$ cat config.mk
export PLATFORM = sky130hd
export DESIGN_NAME = c_style_token_lexer_unit_flat
export DESIGN_NICKNAME = d
export VERILOG_FILES = /design/src/hw/rtl/ctl_pkg.sv /design/src/hw/rtl/ctl_if.sv /design/src/hw/rtl/ctl_lexer_core.sv /design/src/hw/rtl/ctl_result_buf.sv /design/src/hw/rtl/c_style_token_lexer_unit.sv /design/src/flat_wrapper.sv
export SDC_FILE = /design/constraint.sdc
export NUM_CORES = 1
export LEC_CHECK = 0
export BUFFER_PORTS_ARGS = -buffer_cell sky130_fd_sc_hd__buf_4
export CAP_MARGIN = 25
export CORE_AREA = 2 2 229 186
export CTS_CLUSTER_DIAMETER = 100
export DETAILED_ROUTE_END_ITERATION = 10
export DIE_AREA = 0 0 231 188
export PLACE_DENSITY = 0.62
export SLEW_MARGIN = 25
export SYNTH_ARGS = -nofsm -noshare
export SYNTH_HDL_FRONTEND = slang
export SYNTH_SLANG_ARGS = --single-unit
export TNS_END_PERCENT = 50
$ cat constraint.sdc
create_clock -name clk -period 6.2 [get_ports clk]
set_input_delay 0.93 -clock clk [delete_from_list [all_inputs] [get_ports clk]]
set_output_delay 0.93 -clock clk [all_outputs]
set_load 0.005 [all_outputs]
$ cat src/hw/rtl/ctl_pkg.sv
// shared constants, types and character class functions of the token lexer
package ctl_pkg;

	localparam int unsigned DEF_LINE_BITS   = 20;
	localparam int unsigned DEF_COLUMN_BITS = 16;
	localparam int unsigned DEF_LENGTH_BITS = 16;

	// most tokens one text byte can close: previous token, one-byte token or flush, end
	localparam int unsigned MAX_RES = 3;

	typedef enum logic [3:0] {
		TOK_UNKNOWN  = 4'd0,
		TOK_IDENT    = 4'd1,
		TOK_NUMBER   = 4'd2,
		TOK_STRING   = 4'd3,
		TOK_OPERATOR = 4'd4,
		TOK_DELIM    = 4'd5,
		TOK_NEWLINE  = 4'd6,
		TOK_SPACE    = 4'd7,
		TOK_COMMENT  = 4'd8,
		TOK_END      = 4'd9
	} tok_type_t;

	localparam logic [7:0] CH_HASH   = 8'h23;
	localparam logic [7:0] CH_SLASH  = 8'h2f;
	localparam logic [7:0] CH_STAR   = 8'h2a;
	localparam logic [7:0] CH_DQUOTE = 8'h22;
	localparam logic [7:0] CH_SQUOTE = 8'h27;
	localparam logic [7:0] CH_BSLASH = 8'h5c;
	localparam logic [7:0] CH_POINT  = 8'h2e;
	localparam logic [7:0] CH_UNDER  = 8'h5f;
	localparam logic [7:0] CH_NL     = 8'h0a;
	localparam logic [7:0] CH_MINUS  = 8'h2d;
	localparam logic [7:0] CH_PLUS   = 8'h2b;

	function automatic logic is_digit(input logic [7:0] b);
		return (b >= 8'h30) && (b <= 8'h39);
	endfunction

	function automatic logic is_alpha(input logic [7:0] b);
		return ((b >= 8'h61) && (b <= 8'h7a)) || ((b >= 8'h41) && (b <= 8'h5a));
	endfunction

	function automatic logic is_word(input logic [7:0] b);
		return is_alpha(b) || is_digit(b) || (b == CH_UNDER);
	endfunction

	// space, tab, vertical tab, form feed, carriage return
	function automatic logic is_blank(input logic [7:0] b);
		return (b == 8'h20) || (b == 8'h09) || (b == 8'h0b) || (b == 8'h0c) || (b == 8'h0d);
	endfunction

	function automatic logic is_op(input logic [7:0] b);
		return (b == CH_STAR) || (b == 8'h3d) || (b == 8'h3c) || (b == 8'h3e) ||
			(b == 8'h21) || (b == 8'h26) || (b == 8'h7c) || (b == 8'h5e) ||
			(b == 8'h25) || (b == 8'h7e);
	endfunction

	function automatic logic is_delim(input logic [7:0] b);
		return (b == 8'h28) || (b == 8'h29) || (b == 8'h7b) || (b == 8'h7d) ||
			(b == 8'h5b) || (b == 8'h5d) || (b == 8'h3b) || (b == 8'h3a) || (b == 8'h2c);
	endfunction

endpackage

$ cat src/hw/rtl/ctl_if.sv
// valid/ready channel interfaces for text bytes and tokens
interface ctl_char_if;
	logic       valid;
	logic       ready;
	logic [7:0] text_byte;
	logic       end_of_text;

	modport source (output valid, output text_byte, output end_of_text, input ready);
	modport sink (input valid, input text_byte, input end_of_text, output ready);
endinterface

interface ctl_tok_if #(
	parameter int unsigned LINE_BITS   = 20,
	parameter int unsigned COLUMN_BITS = 16,
	parameter int unsigned LENGTH_BITS = 16
);
	logic                   valid;
	logic                   ready;
	logic [3:0]             token_type;
	logic [LINE_BITS-1:0]   start_line;
	logic [COLUMN_BITS-1:0] start_column;
	logic [LENGTH_BITS-1:0] token_length;
	logic                   is_last;

	modport source (output valid, output token_type, output start_line, output start_column,
		output token_length, output is_last, input ready);
	modport sink (input valid, input token_type, input start_line, input start_column,
		input token_length, input is_last, output ready);
endinterface

$ cat src/hw/rtl/ctl_lexer_core.sv
// lexer state and the combinational step that classifies one byte and closes tokens
module ctl_lexer_core #(
	parameter int unsigned LINE_BITS   = 20,
	parameter int unsigned COLUMN_BITS = 16,
	parameter int unsigned LENGTH_BITS = 16,
	localparam int unsigned RES_W = 4 + LINE_BITS + COLUMN_BITS + LENGTH_BITS + 1
) (
	input  logic                        clk,
	input  logic                        arst_n,
	input  logic                        fire,
	input  logic [7:0]                  text_byte,
	input  logic                        end_of_text,
	output logic [1:0]                  res_cnt,
	output logic [ctl_pkg::MAX_RES-1:0][RES_W-1:0] res
);
	import ctl_pkg::*;

	typedef enum logic [2:0] {
		M_IDLE, M_SPACE, M_LINECMT, M_SLASH, M_BLOCK, M_STRING, M_NUMBER, M_IDENT
	} mode_t;

	localparam logic [LINE_BITS-1:0]   LINE_ONE = LINE_BITS'(1);
	localparam logic [COLUMN_BITS-1:0] COL_ONE  = COLUMN_BITS'(1);
	localparam logic [LENGTH_BITS-1:0] LEN_ONE  = LENGTH_BITS'(1);

	mode_t                  mode_q, mode_d;
	logic [7:0]             quote_q, quote_d;
	logic                   esc_q, esc_d;
	logic                   digit_q, digit_d;
	logic                   point_q, point_d;
	logic                   star_q, star_d;
	logic [LINE_BITS-1:0]   line_q, line_d;
	logic [COLUMN_BITS-1:0] col_q, col_d;
	logic [LINE_BITS-1:0]   tline_q, tline_d;
	logic [COLUMN_BITS-1:0] tcol_q, tcol_d;
	logic [LENGTH_BITS-1:0] len_q, len_d;

	always_comb begin
		logic       start;
		logic       cls;
		tok_type_t  ctype;
		logic [1:0] n;
		mode_d  = mode_q;
		quote_d = quote_q;
		esc_d   = esc_q;
		digit_d = digit_q;
		point_d = point_q;
		star_d  = star_q;
		line_d  = line_q;
		col_d   = col_q;
		tline_d = tline_q;
		tcol_d  = tcol_q;
		len_d   = len_q;
		start   = 1'b0;
		cls     = 1'b0;
		ctype   = TOK_UNKNOWN;
		n       = 2'd0;
		res     = '0;

		// continue or close the open token
		case (mode_q)
			M_SPACE: begin
				if (is_blank(text_byte)) begin
					if (len_d != '1) len_d = len_d + LEN_ONE;
				end else begin
					cls = 1'b1; ctype = TOK_SPACE; start = 1'b1;
				end
			end
			M_LINECMT: begin
				if (text_byte != CH_NL) begin
					if (len_d != '1) len_d = len_d + LEN_ONE;
				end else begin
					cls = 1'b1; ctype = TOK_COMMENT; start = 1'b1;
				end
			end
			M_SLASH: begin
				if (text_byte == CH_SLASH) begin
					if (len_d != '1) len_d = len_d + LEN_ONE;
					mode_d = M_LINECMT;
				end else if (text_byte == CH_STAR) begin
					if (len_d != '1) len_d = len_d + LEN_ONE;
					mode_d = M_BLOCK;
					star_d = 1'b0;
				end else begin
					cls = 1'b1; ctype = TOK_OPERATOR; start = 1'b1;
				end
			end
			M_BLOCK: begin
				if (len_d != '1) len_d = len_d + LEN_ONE;
				if (star_q && (text_byte == CH_SLASH)) begin
					cls = 1'b1; ctype = TOK_COMMENT;
				end else begin
					star_d = (text_byte == CH_STAR);
				end
			end
			M_STRING: begin
				if (len_d != '1) len_d = len_d + LEN_ONE;
				if (esc_q) esc_d = 1'b0;
				else if (text_byte == CH_BSLASH) esc_d = 1'b1;
				else if (text_byte == quote_q) begin
					cls = 1'b1; ctype = TOK_STRING;
				end
			end
			M_NUMBER: begin
				if (is_digit(text_byte)) begin
					digit_d = 1'b1;
					if (len_d != '1) len_d = len_d + LEN_ONE;
				end else if ((text_byte == CH_POINT) && !point_q) begin
					point_d = 1'b1;
					if (len_d != '1) len_d = len_d + LEN_ONE;
				end else begin
					cls = 1'b1; ctype = digit_q ? TOK_NUMBER : TOK_UNKNOWN; start = 1'b1;
				end
			end
			M_IDENT: begin
				if (is_word(text_byte)) begin
					if (len_d != '1) len_d = len_d + LEN_ONE;
				end else begin
					cls = 1'b1; ctype = TOK_IDENT; start = 1'b1;
				end
			end
			default: start = 1'b1;
		endcase

		if (cls) begin
			res[n] = {4'(ctype), tline_d, tcol_d, len_d, 1'b0};
			n = n + 2'd1;
			mode_d = M_IDLE;
		end

		// open a new token with this byte
		if (start) begin
			tline_d = line_q;
			tcol_d  = col_q;
			len_d   = LEN_ONE;
			cls     = 1'b0;
			mode_d  = M_IDLE;
			if (text_byte == CH_NL) begin
				cls = 1'b1; ctype = TOK_NEWLINE;
			end else if (is_blank(text_byte)) begin
				mode_d = M_SPACE;
			end else if (text_byte == CH_HASH) begin
				mode_d = M_LINECMT;
			end else if (text_byte == CH_SLASH) begin
				mode_d = M_SLASH;
			end else if ((text_byte == CH_DQUOTE) || (text_byte == CH_SQUOTE)) begin
				mode_d  = M_STRING;
				quote_d = text_byte;
				esc_d   = 1'b0;
			end else if (is_digit(text_byte) || (text_byte == CH_PLUS) ||
				(text_byte == CH_MINUS) || (text_byte == CH_POINT)) begin
				mode_d  = M_NUMBER;
				digit_d = is_digit(text_byte);
				point_d = (text_byte == CH_POINT);
			end else if (is_alpha(text_byte) || (text_byte == CH_UNDER)) begin
				mode_d = M_IDENT;
			end else if (is_op(text_byte)) begin
				cls = 1'b1; ctype = TOK_OPERATOR;
			end else if (is_delim(text_byte)) begin
				cls = 1'b1; ctype = TOK_DELIM;
			end else begin
				cls = 1'b1; ctype = TOK_UNKNOWN;
			end
			if (cls) begin
				res[n] = {4'(ctype), tline_d, tcol_d, len_d, 1'b0};
				n = n + 2'd1;
			end
		end

		// position after this byte
		if (text_byte == CH_NL) begin
			if (line_d != '1) line_d = line_d + LINE_ONE;
			col_d = COL_ONE;
		end else if (col_d != '1) begin
			col_d = col_d + COL_ONE;
		end

		if (end_of_text) begin
			cls = 1'b1;
			case (mode_d)
				M_SPACE:   ctype = TOK_SPACE;
				M_LINECMT: ctype = TOK_COMMENT;
				M_SLASH:   ctype = TOK_OPERATOR;
				M_BLOCK:   ctype = TOK_COMMENT;
				M_STRING:  ctype = TOK_UNKNOWN;
				M_NUMBER:  ctype = digit_d ? TOK_NUMBER : TOK_UNKNOWN;
				M_IDENT:   ctype = TOK_IDENT;
				default:   cls = 1'b0;
			endcase
			if (cls) begin
				res[n] = {4'(ctype), tline_d, tcol_d, len_d, 1'b0};
				n = n + 2'd1;
			end
			res[n] = {4'(TOK_END), line_d, col_d, {LENGTH_BITS{1'b0}}, 1'b1};
			n = n + 2'd1;
			// back to the reset state for the next text
			mode_d  = M_IDLE;
			quote_d = '0;
			esc_d   = 1'b0;
			digit_d = 1'b0;
			point_d = 1'b0;
			star_d  = 1'b0;
			line_d  = LINE_ONE;
			col_d   = COL_ONE;
			tline_d = LINE_ONE;
			tcol_d  = COL_ONE;
			len_d   = '0;
		end
		res_cnt = n;
	end

	always_ff @(posedge clk or negedge arst_n) begin
		if (!arst_n) begin
			mode_q  <= M_IDLE;
			quote_q <= '0;
			esc_q   <= 1'b0;
			digit_q <= 1'b0;
			point_q <= 1'b0;
			star_q  <= 1'b0;
			line_q  <= LINE_ONE;
			col_q   <= COL_ONE;
			tline_q <= LINE_ONE;
			tcol_q  <= COL_ONE;
			len_q   <= '0;
		end else if (fire) begin
			mode_q  <= mode_d;
			quote_q <= quote_d;
			esc_q   <= esc_d;
			digit_q <= digit_d;
			point_q <= point_d;
			star_q  <= star_d;
			line_q  <= line_d;
			col_q   <= col_d;
			tline_q <= tline_d;
			tcol_q  <= tcol_d;
			len_q   <= len_d;
		end
	end

endmodule

$ cat src/hw/rtl/ctl_result_buf.sv
// small result register bank that hands out the tokens of one byte in order
module ctl_result_buf #(
	parameter int unsigned LINE_BITS   = 20,
	parameter int unsigned COLUMN_BITS = 16,
	parameter int unsigned LENGTH_BITS = 16,
	localparam int unsigned RES_W = 4 + LINE_BITS + COLUMN_BITS + LENGTH_BITS + 1
) (
	input  logic                                   clk,
	input  logic                                   arst_n,
	input  logic                                   load,
	input  logic [1:0]                             load_cnt,
	input  logic [ctl_pkg::MAX_RES-1:0][RES_W-1:0] load_data,
	output logic                                   can_load,
	output logic                                   out_valid,
	input  logic                                   out_ready,
	output logic [RES_W-1:0]                       out_data
);
	import ctl_pkg::*;

	logic [MAX_RES-1:0][RES_W-1:0] data_q;
	logic [1:0]                    count_q;
	logic [1:0]                    head_q;
	logic                          pop;

	assign out_valid = (count_q != 2'd0);
	assign pop       = out_valid && out_ready;
	// free once the last held token leaves this cycle
	assign can_load  = (count_q == 2'd0) || ((count_q == 2'd1) && out_ready);
	assign out_data  = data_q[head_q];

	always_ff @(posedge clk) begin
		if (load) data_q <= load_data;
	end

	always_ff @(posedge clk or negedge arst_n) begin
		if (!arst_n) begin
			count_q <= 2'd0;
			head_q  <= 2'd0;
		end else if (load) begin
			count_q <= load_cnt;
			head_q  <= 2'd0;
		end else if (pop) begin
			count_q <= count_q - 2'd1;
			head_q  <= (count_q == 2'd1) ? 2'd0 : head_q + 2'd1;
		end
	end

endmodule

$ cat src/hw/rtl/c_style_token_lexer_unit.sv
// C-style token lexer: byte request in, token requests out
// Takes one text byte per cycle through an input register while the result bank can load;
// the lexer step classifies the registered byte and in the same cycle loads the tokens it
// closes (up to three: the previous token, a one-byte token or the final flush, and the end
// token) into a result bank. The next byte is taken only once the bank is empty or sending
// its last token; the bank sends one token request per cycle while tokens.ready is high.
// Line, column and length counters saturate at all ones; after the end token all counters
// and the lexer mode return to their reset values for the next text.
module c_style_token_lexer_unit #(
	parameter int unsigned LINE_BITS   = ctl_pkg::DEF_LINE_BITS,
	parameter int unsigned COLUMN_BITS = ctl_pkg::DEF_COLUMN_BITS,
	parameter int unsigned LENGTH_BITS = ctl_pkg::DEF_LENGTH_BITS
) (
	input  logic       clk,
	input  logic       arst_n,
	ctl_char_if.sink   chars,
	ctl_tok_if.source  tokens
);
	import ctl_pkg::*;

	localparam int unsigned RES_W = 4 + LINE_BITS + COLUMN_BITS + LENGTH_BITS + 1;

	logic                          v_s1;
	logic [7:0]                    byte_s1;
	logic                          last_s1;
	logic                          fire;
	logic                          can_load;
	logic [1:0]                    res_cnt;
	logic [MAX_RES-1:0][RES_W-1:0] res;
	logic [RES_W-1:0]              out_data;

	assign fire        = v_s1 && can_load;
	assign chars.ready = !v_s1 || fire;

	always_ff @(posedge clk or negedge arst_n) begin
		if (!arst_n) begin
			v_s1 <= 1'b0;
		end else if (chars.ready) begin
			v_s1 <= chars.valid;
		end
	end

	always_ff @(posedge clk) begin
		if (chars.ready && chars.valid) begin
			byte_s1 <= chars.text_byte;
			last_s1 <= chars.end_of_text;
		end
	end

	ctl_lexer_core #(
		.LINE_BITS   (LINE_BITS),
		.COLUMN_BITS (COLUMN_BITS),
		.LENGTH_BITS (LENGTH_BITS)
	) u_core (
		.clk         (clk),
		.arst_n      (arst_n),
		.fire        (fire),
		.text_byte   (byte_s1),
		.end_of_text (last_s1),
		.res_cnt     (res_cnt),
		.res         (res)
	);

	ctl_result_buf #(
		.LINE_BITS   (LINE_BITS),
		.COLUMN_BITS (COLUMN_BITS),
		.LENGTH_BITS (LENGTH_BITS)
	) u_buf (
		.clk       (clk),
		.arst_n    (arst_n),
		.load      (fire),
		.load_cnt  (res_cnt),
		.load_data (res),
		.can_load  (can_load),
		.out_valid (tokens.valid),
		.out_ready (tokens.ready),
		.out_data  (out_data)
	);

	assign {tokens.token_type, tokens.start_line, tokens.start_column,
		tokens.token_length, tokens.is_last} = out_data;

endmodule

$ cat src/flat_wrapper.sv
// flat-port wrapper written by rule: the top's interface ports become plain ports
module c_style_token_lexer_unit_flat import ctl_pkg::*;
#(
	parameter int unsigned LINE_BITS   = ctl_pkg::DEF_LINE_BITS,
	parameter int unsigned COLUMN_BITS = ctl_pkg::DEF_COLUMN_BITS,
	parameter int unsigned LENGTH_BITS = ctl_pkg::DEF_LENGTH_BITS
)
  (clk, arst_n, chars_valid, chars_text_byte, chars_end_of_text, chars_ready, tokens_valid, tokens_token_type, tokens_start_line, tokens_start_column, tokens_token_length, tokens_is_last, tokens_ready);
  ctl_char_if chars_i ();
  ctl_tok_if #(.LINE_BITS(LINE_BITS), .COLUMN_BITS(COLUMN_BITS), .LENGTH_BITS(LENGTH_BITS)) tokens_i ();
  input  logic clk;
  input  logic arst_n;
  input wire logic [$bits(chars_i.valid)-1:0] chars_valid;
  input wire logic [$bits(chars_i.text_byte)-1:0] chars_text_byte;
  input wire logic [$bits(chars_i.end_of_text)-1:0] chars_end_of_text;
  output wire logic [$bits(chars_i.ready)-1:0] chars_ready;
  output wire logic [$bits(tokens_i.valid)-1:0] tokens_valid;
  output wire logic [$bits(tokens_i.token_type)-1:0] tokens_token_type;
  output wire logic [$bits(tokens_i.start_line)-1:0] tokens_start_line;
  output wire logic [$bits(tokens_i.start_column)-1:0] tokens_start_column;
  output wire logic [$bits(tokens_i.token_length)-1:0] tokens_token_length;
  output wire logic [$bits(tokens_i.is_last)-1:0] tokens_is_last;
  input wire logic [$bits(tokens_i.ready)-1:0] tokens_ready;
  assign chars_i.valid = chars_valid;
  assign chars_i.text_byte = chars_text_byte;
  assign chars_i.end_of_text = chars_end_of_text;
  assign chars_ready = chars_i.ready;
  assign tokens_valid = tokens_i.valid;
  assign tokens_token_type = tokens_i.token_type;
  assign tokens_start_line = tokens_i.start_line;
  assign tokens_start_column = tokens_i.start_column;
  assign tokens_token_length = tokens_i.token_length;
  assign tokens_is_last = tokens_i.is_last;
  assign tokens_i.ready = tokens_ready;
  c_style_token_lexer_unit #(.LINE_BITS(LINE_BITS), .COLUMN_BITS(COLUMN_BITS), .LENGTH_BITS(LENGTH_BITS)) u_core (.clk(clk), .arst_n(arst_n), .chars(chars_i), .tokens(tokens_i));
endmodule
Word-level counts from Yosys, hierarchy flattened. Cells that the tools add are included.

Mux-type cells: 155. Equal/unequal tests: 61. Add/sub/neg operators: 8. Order comparisons: 13. Reduce and logical (&&, ||, !) cells: 56.

Operators with widths (count): 2-to-1 mux 171 bit (5); bitwise mux 171 bit (3); demux 57 bit (select 2 bit) (3); 2-to-1 mux 57 bit (5); 2-to-1 mux 16 bit (15); == test 8 x 6 -> 1 bit, second input constant (20); binary-select mux 57 bit (select 2 bit) (1); 2-to-1 mux 20 bit (5); case mux 16 bit (6 select lines) (1); == test 8 x 7 -> 1 bit, second input constant (9); 2-to-1 mux 1 bit (58); 2-to-1 mux 8 bit (7); 2-to-1 mux 3 bit (18); 2-to-1 mux 4 bit (12); == test 8 x 4 -> 1 bit, second input constant (5); 2-to-1 mux 2 bit (17); adder 16 x 1 -> 16 bit, second input constant (2); != test 16 bit, second input constant (2); logical OR 1 bit (31); case mux 4 bit (7 select lines) (1); == test 3 bit, second input constant (8); case mux 4 bit (6 select lines) (1); adder 20 x 1 -> 20 bit, second input constant (1); != test 20 bit, second input constant (1); other kinds (27) (62).

Register bits after elaboration: 288. Word-level logic and storage cells: 312. Bits of input ports: 13.

Logic depth before layout (Yosys ltp).
Depth in word-level cells: 27. Mapped depth: 23. Gate-level depth less buffers: 19.

Hierarchy. A second synthesis with hierarchy kept.

Cells, all modules: 1651. Area, all modules: 16699.8 um^2.

Modules (own cells, without submodules): ctl_lexer_core (cells an instance 1251, area an instance 9829.4 um^2, times used 1); ctl_result_buf (cells an instance 386, area an instance 6540.0 um^2, times used 1); c_style_token_lexer_unit (cells an instance 14, area an instance 330.3 um^2, times used 1).

Least setup slack after synthesis. OpenSTA, ideal clock, no wires.

Path kind: in2reg. Start point: input tokens_ready. End point: register u_core.u_core.quote_q[1]. Data arrival time: 6.483 ns. Slack: -0.647 ns. Cell stages on the path: 6. Library setup time: 0.364 ns. Cells stage by stage: a21oi_1 > nand2b_1 > clkbuf_1 > inv_1 > clkbuf_1 > a21oi_1.

Cells in the longest elaborated chain, start to end: 4.

RTL lines: start, declared (line flat_wrapper.sv:23) `input wire logic [$bits(tokens_i.ready)-1:0] tokens_ready;`; logical AND 1 bit (line ctl_result_buf.sv:28) `assign can_load = (count_q == 2'd0) || ((count_q == 2'd1) && out_ready);`; logical OR 1 bit (line ctl_result_buf.sv:28); logical AND 1 bit (line c_style_token_lexer_unit.sv:32) `assign fire = v_s1 && can_load;`; via u_core.fire (line c_style_token_lexer_unit.sv:26) `logic fire;`; AND reduction 7 bit (no source line); end signal, assigned (line ctl_lexer_core.sv:227) `quote_q <= quote_d;`; end, declared (line ctl_lexer_core.sv:27) `logic [7:0] quote_q, quote_d;`.

The timed path passes the listed nets, and every way through them passes these cells. A chain may end at the register's enable or synchronous reset.

==> impl_metrics.py <==
metrics = {
    "clocking": {
        "insertion_delay_ns": 0.60,
        "cts_buffers": 31,
        "clk_pin_slew_ns": 0.07,
        "htreeDepth": 1,
        "cts_hold_buf": 0,
        "cts.repair.resized": 0,
        "numClockSinks": 288,
        "root_buffer": "clkbuf_16",
        "post_cts_buffers": 0,
        "clockBufferDepth": 3,
        "cts_tree": "done",
    },
    "floorplan": {
        "design.core.area_um2": 41200,
        "start_util": 0.394,
        "fp.dieH_um": 188,
        "ios": 72,
        "die_w_um": 231,
        "die_area_um2": 43400,
        "rows": 67,
    },
    "critical_path": {
        "crit_buf_inv": 3,
        "crit_required_ns": 6.55,
        "path_cells": "and2_0, a311oi_1, a2111o_1, and3_1, nand2_1, buf_4, nand2_1, ha_1, nor2_1, a21oi_1, ha_1, nand2_1, inv_1, buf_4, a31oi_1, o221a_2",
        "critPathLaunchType": "flop",
        "cp_slowest_cell": "edfxtp_1",
        "worstReg2RegEnd": "u_core.u_buf.data_q[39]$_DFFE_PP_",
        "cp-end-kind": "flop",
        "cp.arrival_ns": 5.93,
        "r2r_cells": 16,
        "worst_r2r_startpoint": "u_core.byte_s1[3]$_DFFE_PP_",
        "critPathMaxStageDelay_ns": 0.70,
        "cp_top_family": "simple AND/OR/NAND/NOR gates",
        "rrSetupSlack_ns": 0.62,
        "critPathKind": "reg2reg",
        "crit_fanout": 20,
        "cpMostUsedCell": "nand2_1",
    },
    "power": {
        "peakVddDrop_uv": 342,
        "p_leak_nw": 6.69,
        "powerDensity_nw_per_um2": 508,
    },
    "yosys": {
        "synth_warnings": 0,
        "syn_nets": 1712,
        "synth-edff-count": 180,
        "yosysUniqueCellTypes": 80,
        "seq_area_frac_synth": 0.499,
        "syn_area_um2": 16300,
        "async_flop_share": 0.375,
        "ys.flop_type": "edfxtp_1",
        "synth_cells": 1687,
        "synth_seq_cells": 288,
        "avgSynthCellArea_um2": 9.64,
    },
    "job": {
        "cap_violations": 0,
    },
    "placement": {
        "dp_cells": 2193,
        "dp_slack_ns": 0.729,
        "place.gp.congestion": 0.906,
        "dpl.hpwl_um": 30800,
        "portBuffers": 71,
        "place_area_um2": 17100,
    },
    "grt": {
        "grt_max_degree": 77,
        "grtUsageTotal": 0.228,
        "antenna_found_initial": 2,
        "grt_pass1_wl_um": 77400,
        "grt_pass1_vias": 12925,
        "grt_overflow_total": 0,
    },
    "sta": {
        "skew_ns": 0.0219,
        "hold_viol_final": 0,
        "rsz0062_at_grt": "false",
        "setup-violations-final": 0,
        "layout_setup_ws_ns": 0.620,
        "fin_tns_setup_ns": 0,
        "worst_slew_pin_slew_ns": 1.06,
        "fin_crit_sh": 0.900,
        "slew_viol_final": 0,
        "min_period_ns": 5.58,
        "slew_headroom": 0.289,
        "fmax_mhz": 179,
    },
    "detailed_routing": {
        "final_antenna_net_count": 0,
        "vias": 13487,
        "drc": 0,
        "dr.pass1.iters": 6,
        "vias_per_cell": 5.99,
        "wl_per_cell_um": 22.2,
        "dr.first_iter.drc_count": 1544,
        "totalWireLength_um": 50100,
    },
    "run_status": {
        "outcome": "finished clean",
    },
    "finish": {
        "multi_input_area_um2": 7390,
        "fin_area_um2": 18100,
        "regArea_um2": 8120,
        "final_layout_size_suffix_gt1_frac": 0.116,
        "final_common_cell": "nand2_1",
        "nets": 1699,
        "fillerInstances": 3901,
        "final_cells": 2252,
        "mostFrequentLayoutCells": "nand2_1, o21ai_0, edfxtp_1",
        "area_delta_synth_final_pct": 11.5,
    },
    "hold_path": {
        "hold_class": "in2async",
    },
}
-- metrics by stage --
stage          power [mW]  utilization  hold slack, ns
5_1_grt              9.70        0.440           0.426
2_1_floorplan        5.65            -           0.449
4_1_cts              9.20        0.440           0.400
3_3_place_gp         7.26        0.415           0.479
6_report             9.22        0.440           0.384
3_5_place_dp         7.33        0.415           0.482
-- flip-flops by register name, indices dropped and copies added (netlist names), 2 cells and up --
signal                 flops
u_core.u_core.tline_q     20
u_core.u_core.col_q       16
u_core.u_buf.head_q        2
u_core.u_core.tcol_q      16
u_core.u_core.line_q      20
u_core.u_buf.data_q      171
u_core.u_core.quote_q      8
u_core.u_core.mode_q       3
u_core.u_core.len_q       16
u_core.u_buf.count_q       2
u_core.byte_s1             8
-- synthesized netlist by cell type (22+ instances only) --
master    count  share of area
nand2_1     246          0.057
o21ai_0     183          0.056
edfxtp_1    180           0.33
nor2_1      117          0.027
clkbuf_1    114          0.026
dfrtp_1     104           0.16
mux2i_1      98          0.060
a21oi_1      66          0.020
o22ai_1      53          0.020
nor3_1       35          0.011
nand3_1      32         0.0098
inv_1        29         0.0067
xor2_1       29          0.016
a22oi_1      28          0.013
xnor2_1      25          0.013
a31oi_1      22         0.0085
-- logic make-up (layout without fill, tap and decap cells) --
logic type,Yosys count,count (layout),synth area share
AO/OA/AOI/OAI,496,496,0.193
XOR/XNOR,54,54,0.0291
adder cells (fa/ha/maj),12,12,0.00923
buffers and inverters,182,194,0.0489
flip-flops,288,288,0.499
multiplexers,99,99,0.0610
other,0,1,0
AND/OR/NAND/NOR,556,556,0.160
-- final cells by class --
class | instances | area share
well taps | 552 | 0.0381
inverters | 30 | 0.00649
diodes | 1 | 0.000138
clock inverters | 10 | 0.00545
clock buffers | 48 | 0.0502
multi-input cells | 1217 | 0.407
repair buffers | 106 | 0.0446
flip-flops and latches | 288 | 0.448
-- worst max path at each step --
| stage | from | endpoint | slack (ns) | cells past startpoint |
|---|---|---|---|---|
| CTS | u_core.byte_s1[3]$_DFFE_PP_ | u_core.u_buf.data_q[39]$_DFFE_PP_ | 0.73 | 16 |
| global route | u_core.byte_s1[3]$_DFFE_PP_ | u_core.u_buf.data_q[160]$_SDFFCE_PN0P_ | 0.36 | 15 |
| detailed placement | u_core.byte_s1[3]$_DFFE_PP_ | u_core.u_buf.data_q[39]$_DFFE_PP_ | 0.73 | 16 |
| floorplan | u_core.byte_s1[7]$_DFFE_PP_ | u_core.u_buf.data_q[102]$_DFFE_PP_ | 1.56 | 21 |
| finish | u_core.byte_s1[3]$_DFFE_PP_ | u_core.u_buf.data_q[39]$_DFFE_PP_ | 0.62 | 16 |
| global placement | u_core.byte_s1[3]$_DFFE_PP_ | u_core.u_buf.data_q[39]$_DFFE_PP_ | 0.86 | 16 |
-- routing by layer --
| metal | vias to the layer above | track usage | wire length, um | part of all wire |
|---|---|---|---|---|
| met3 | 68 | 0.0456 | 4140 | 0.083 |
| met4 | 2 | 0.0563 | 986 | 0.020 |
| met1 | 6662 | 0.334 | 23000 | 0.46 |
| met2 | 573 | 0.343 | 22000 | 0.44 |
| li1 | 6182 | - | - | - |
| met5 | - | 0 | 13 | 0.00026 |
-- power by group --
| group | leakage, nW | internal [mW] | switching (mW) |
|---|---|---|---|
| sequential | 3.25 | 2.85 | 0.293 |
| combinational | 2.94 | 1.30 | 2.91 |
| clock | 0.494 | 1.05 | 0.805 |
| total | 6.69 | 5.21 | 4.00 |
Note: power is estimated with default switching activity, not from simulation.
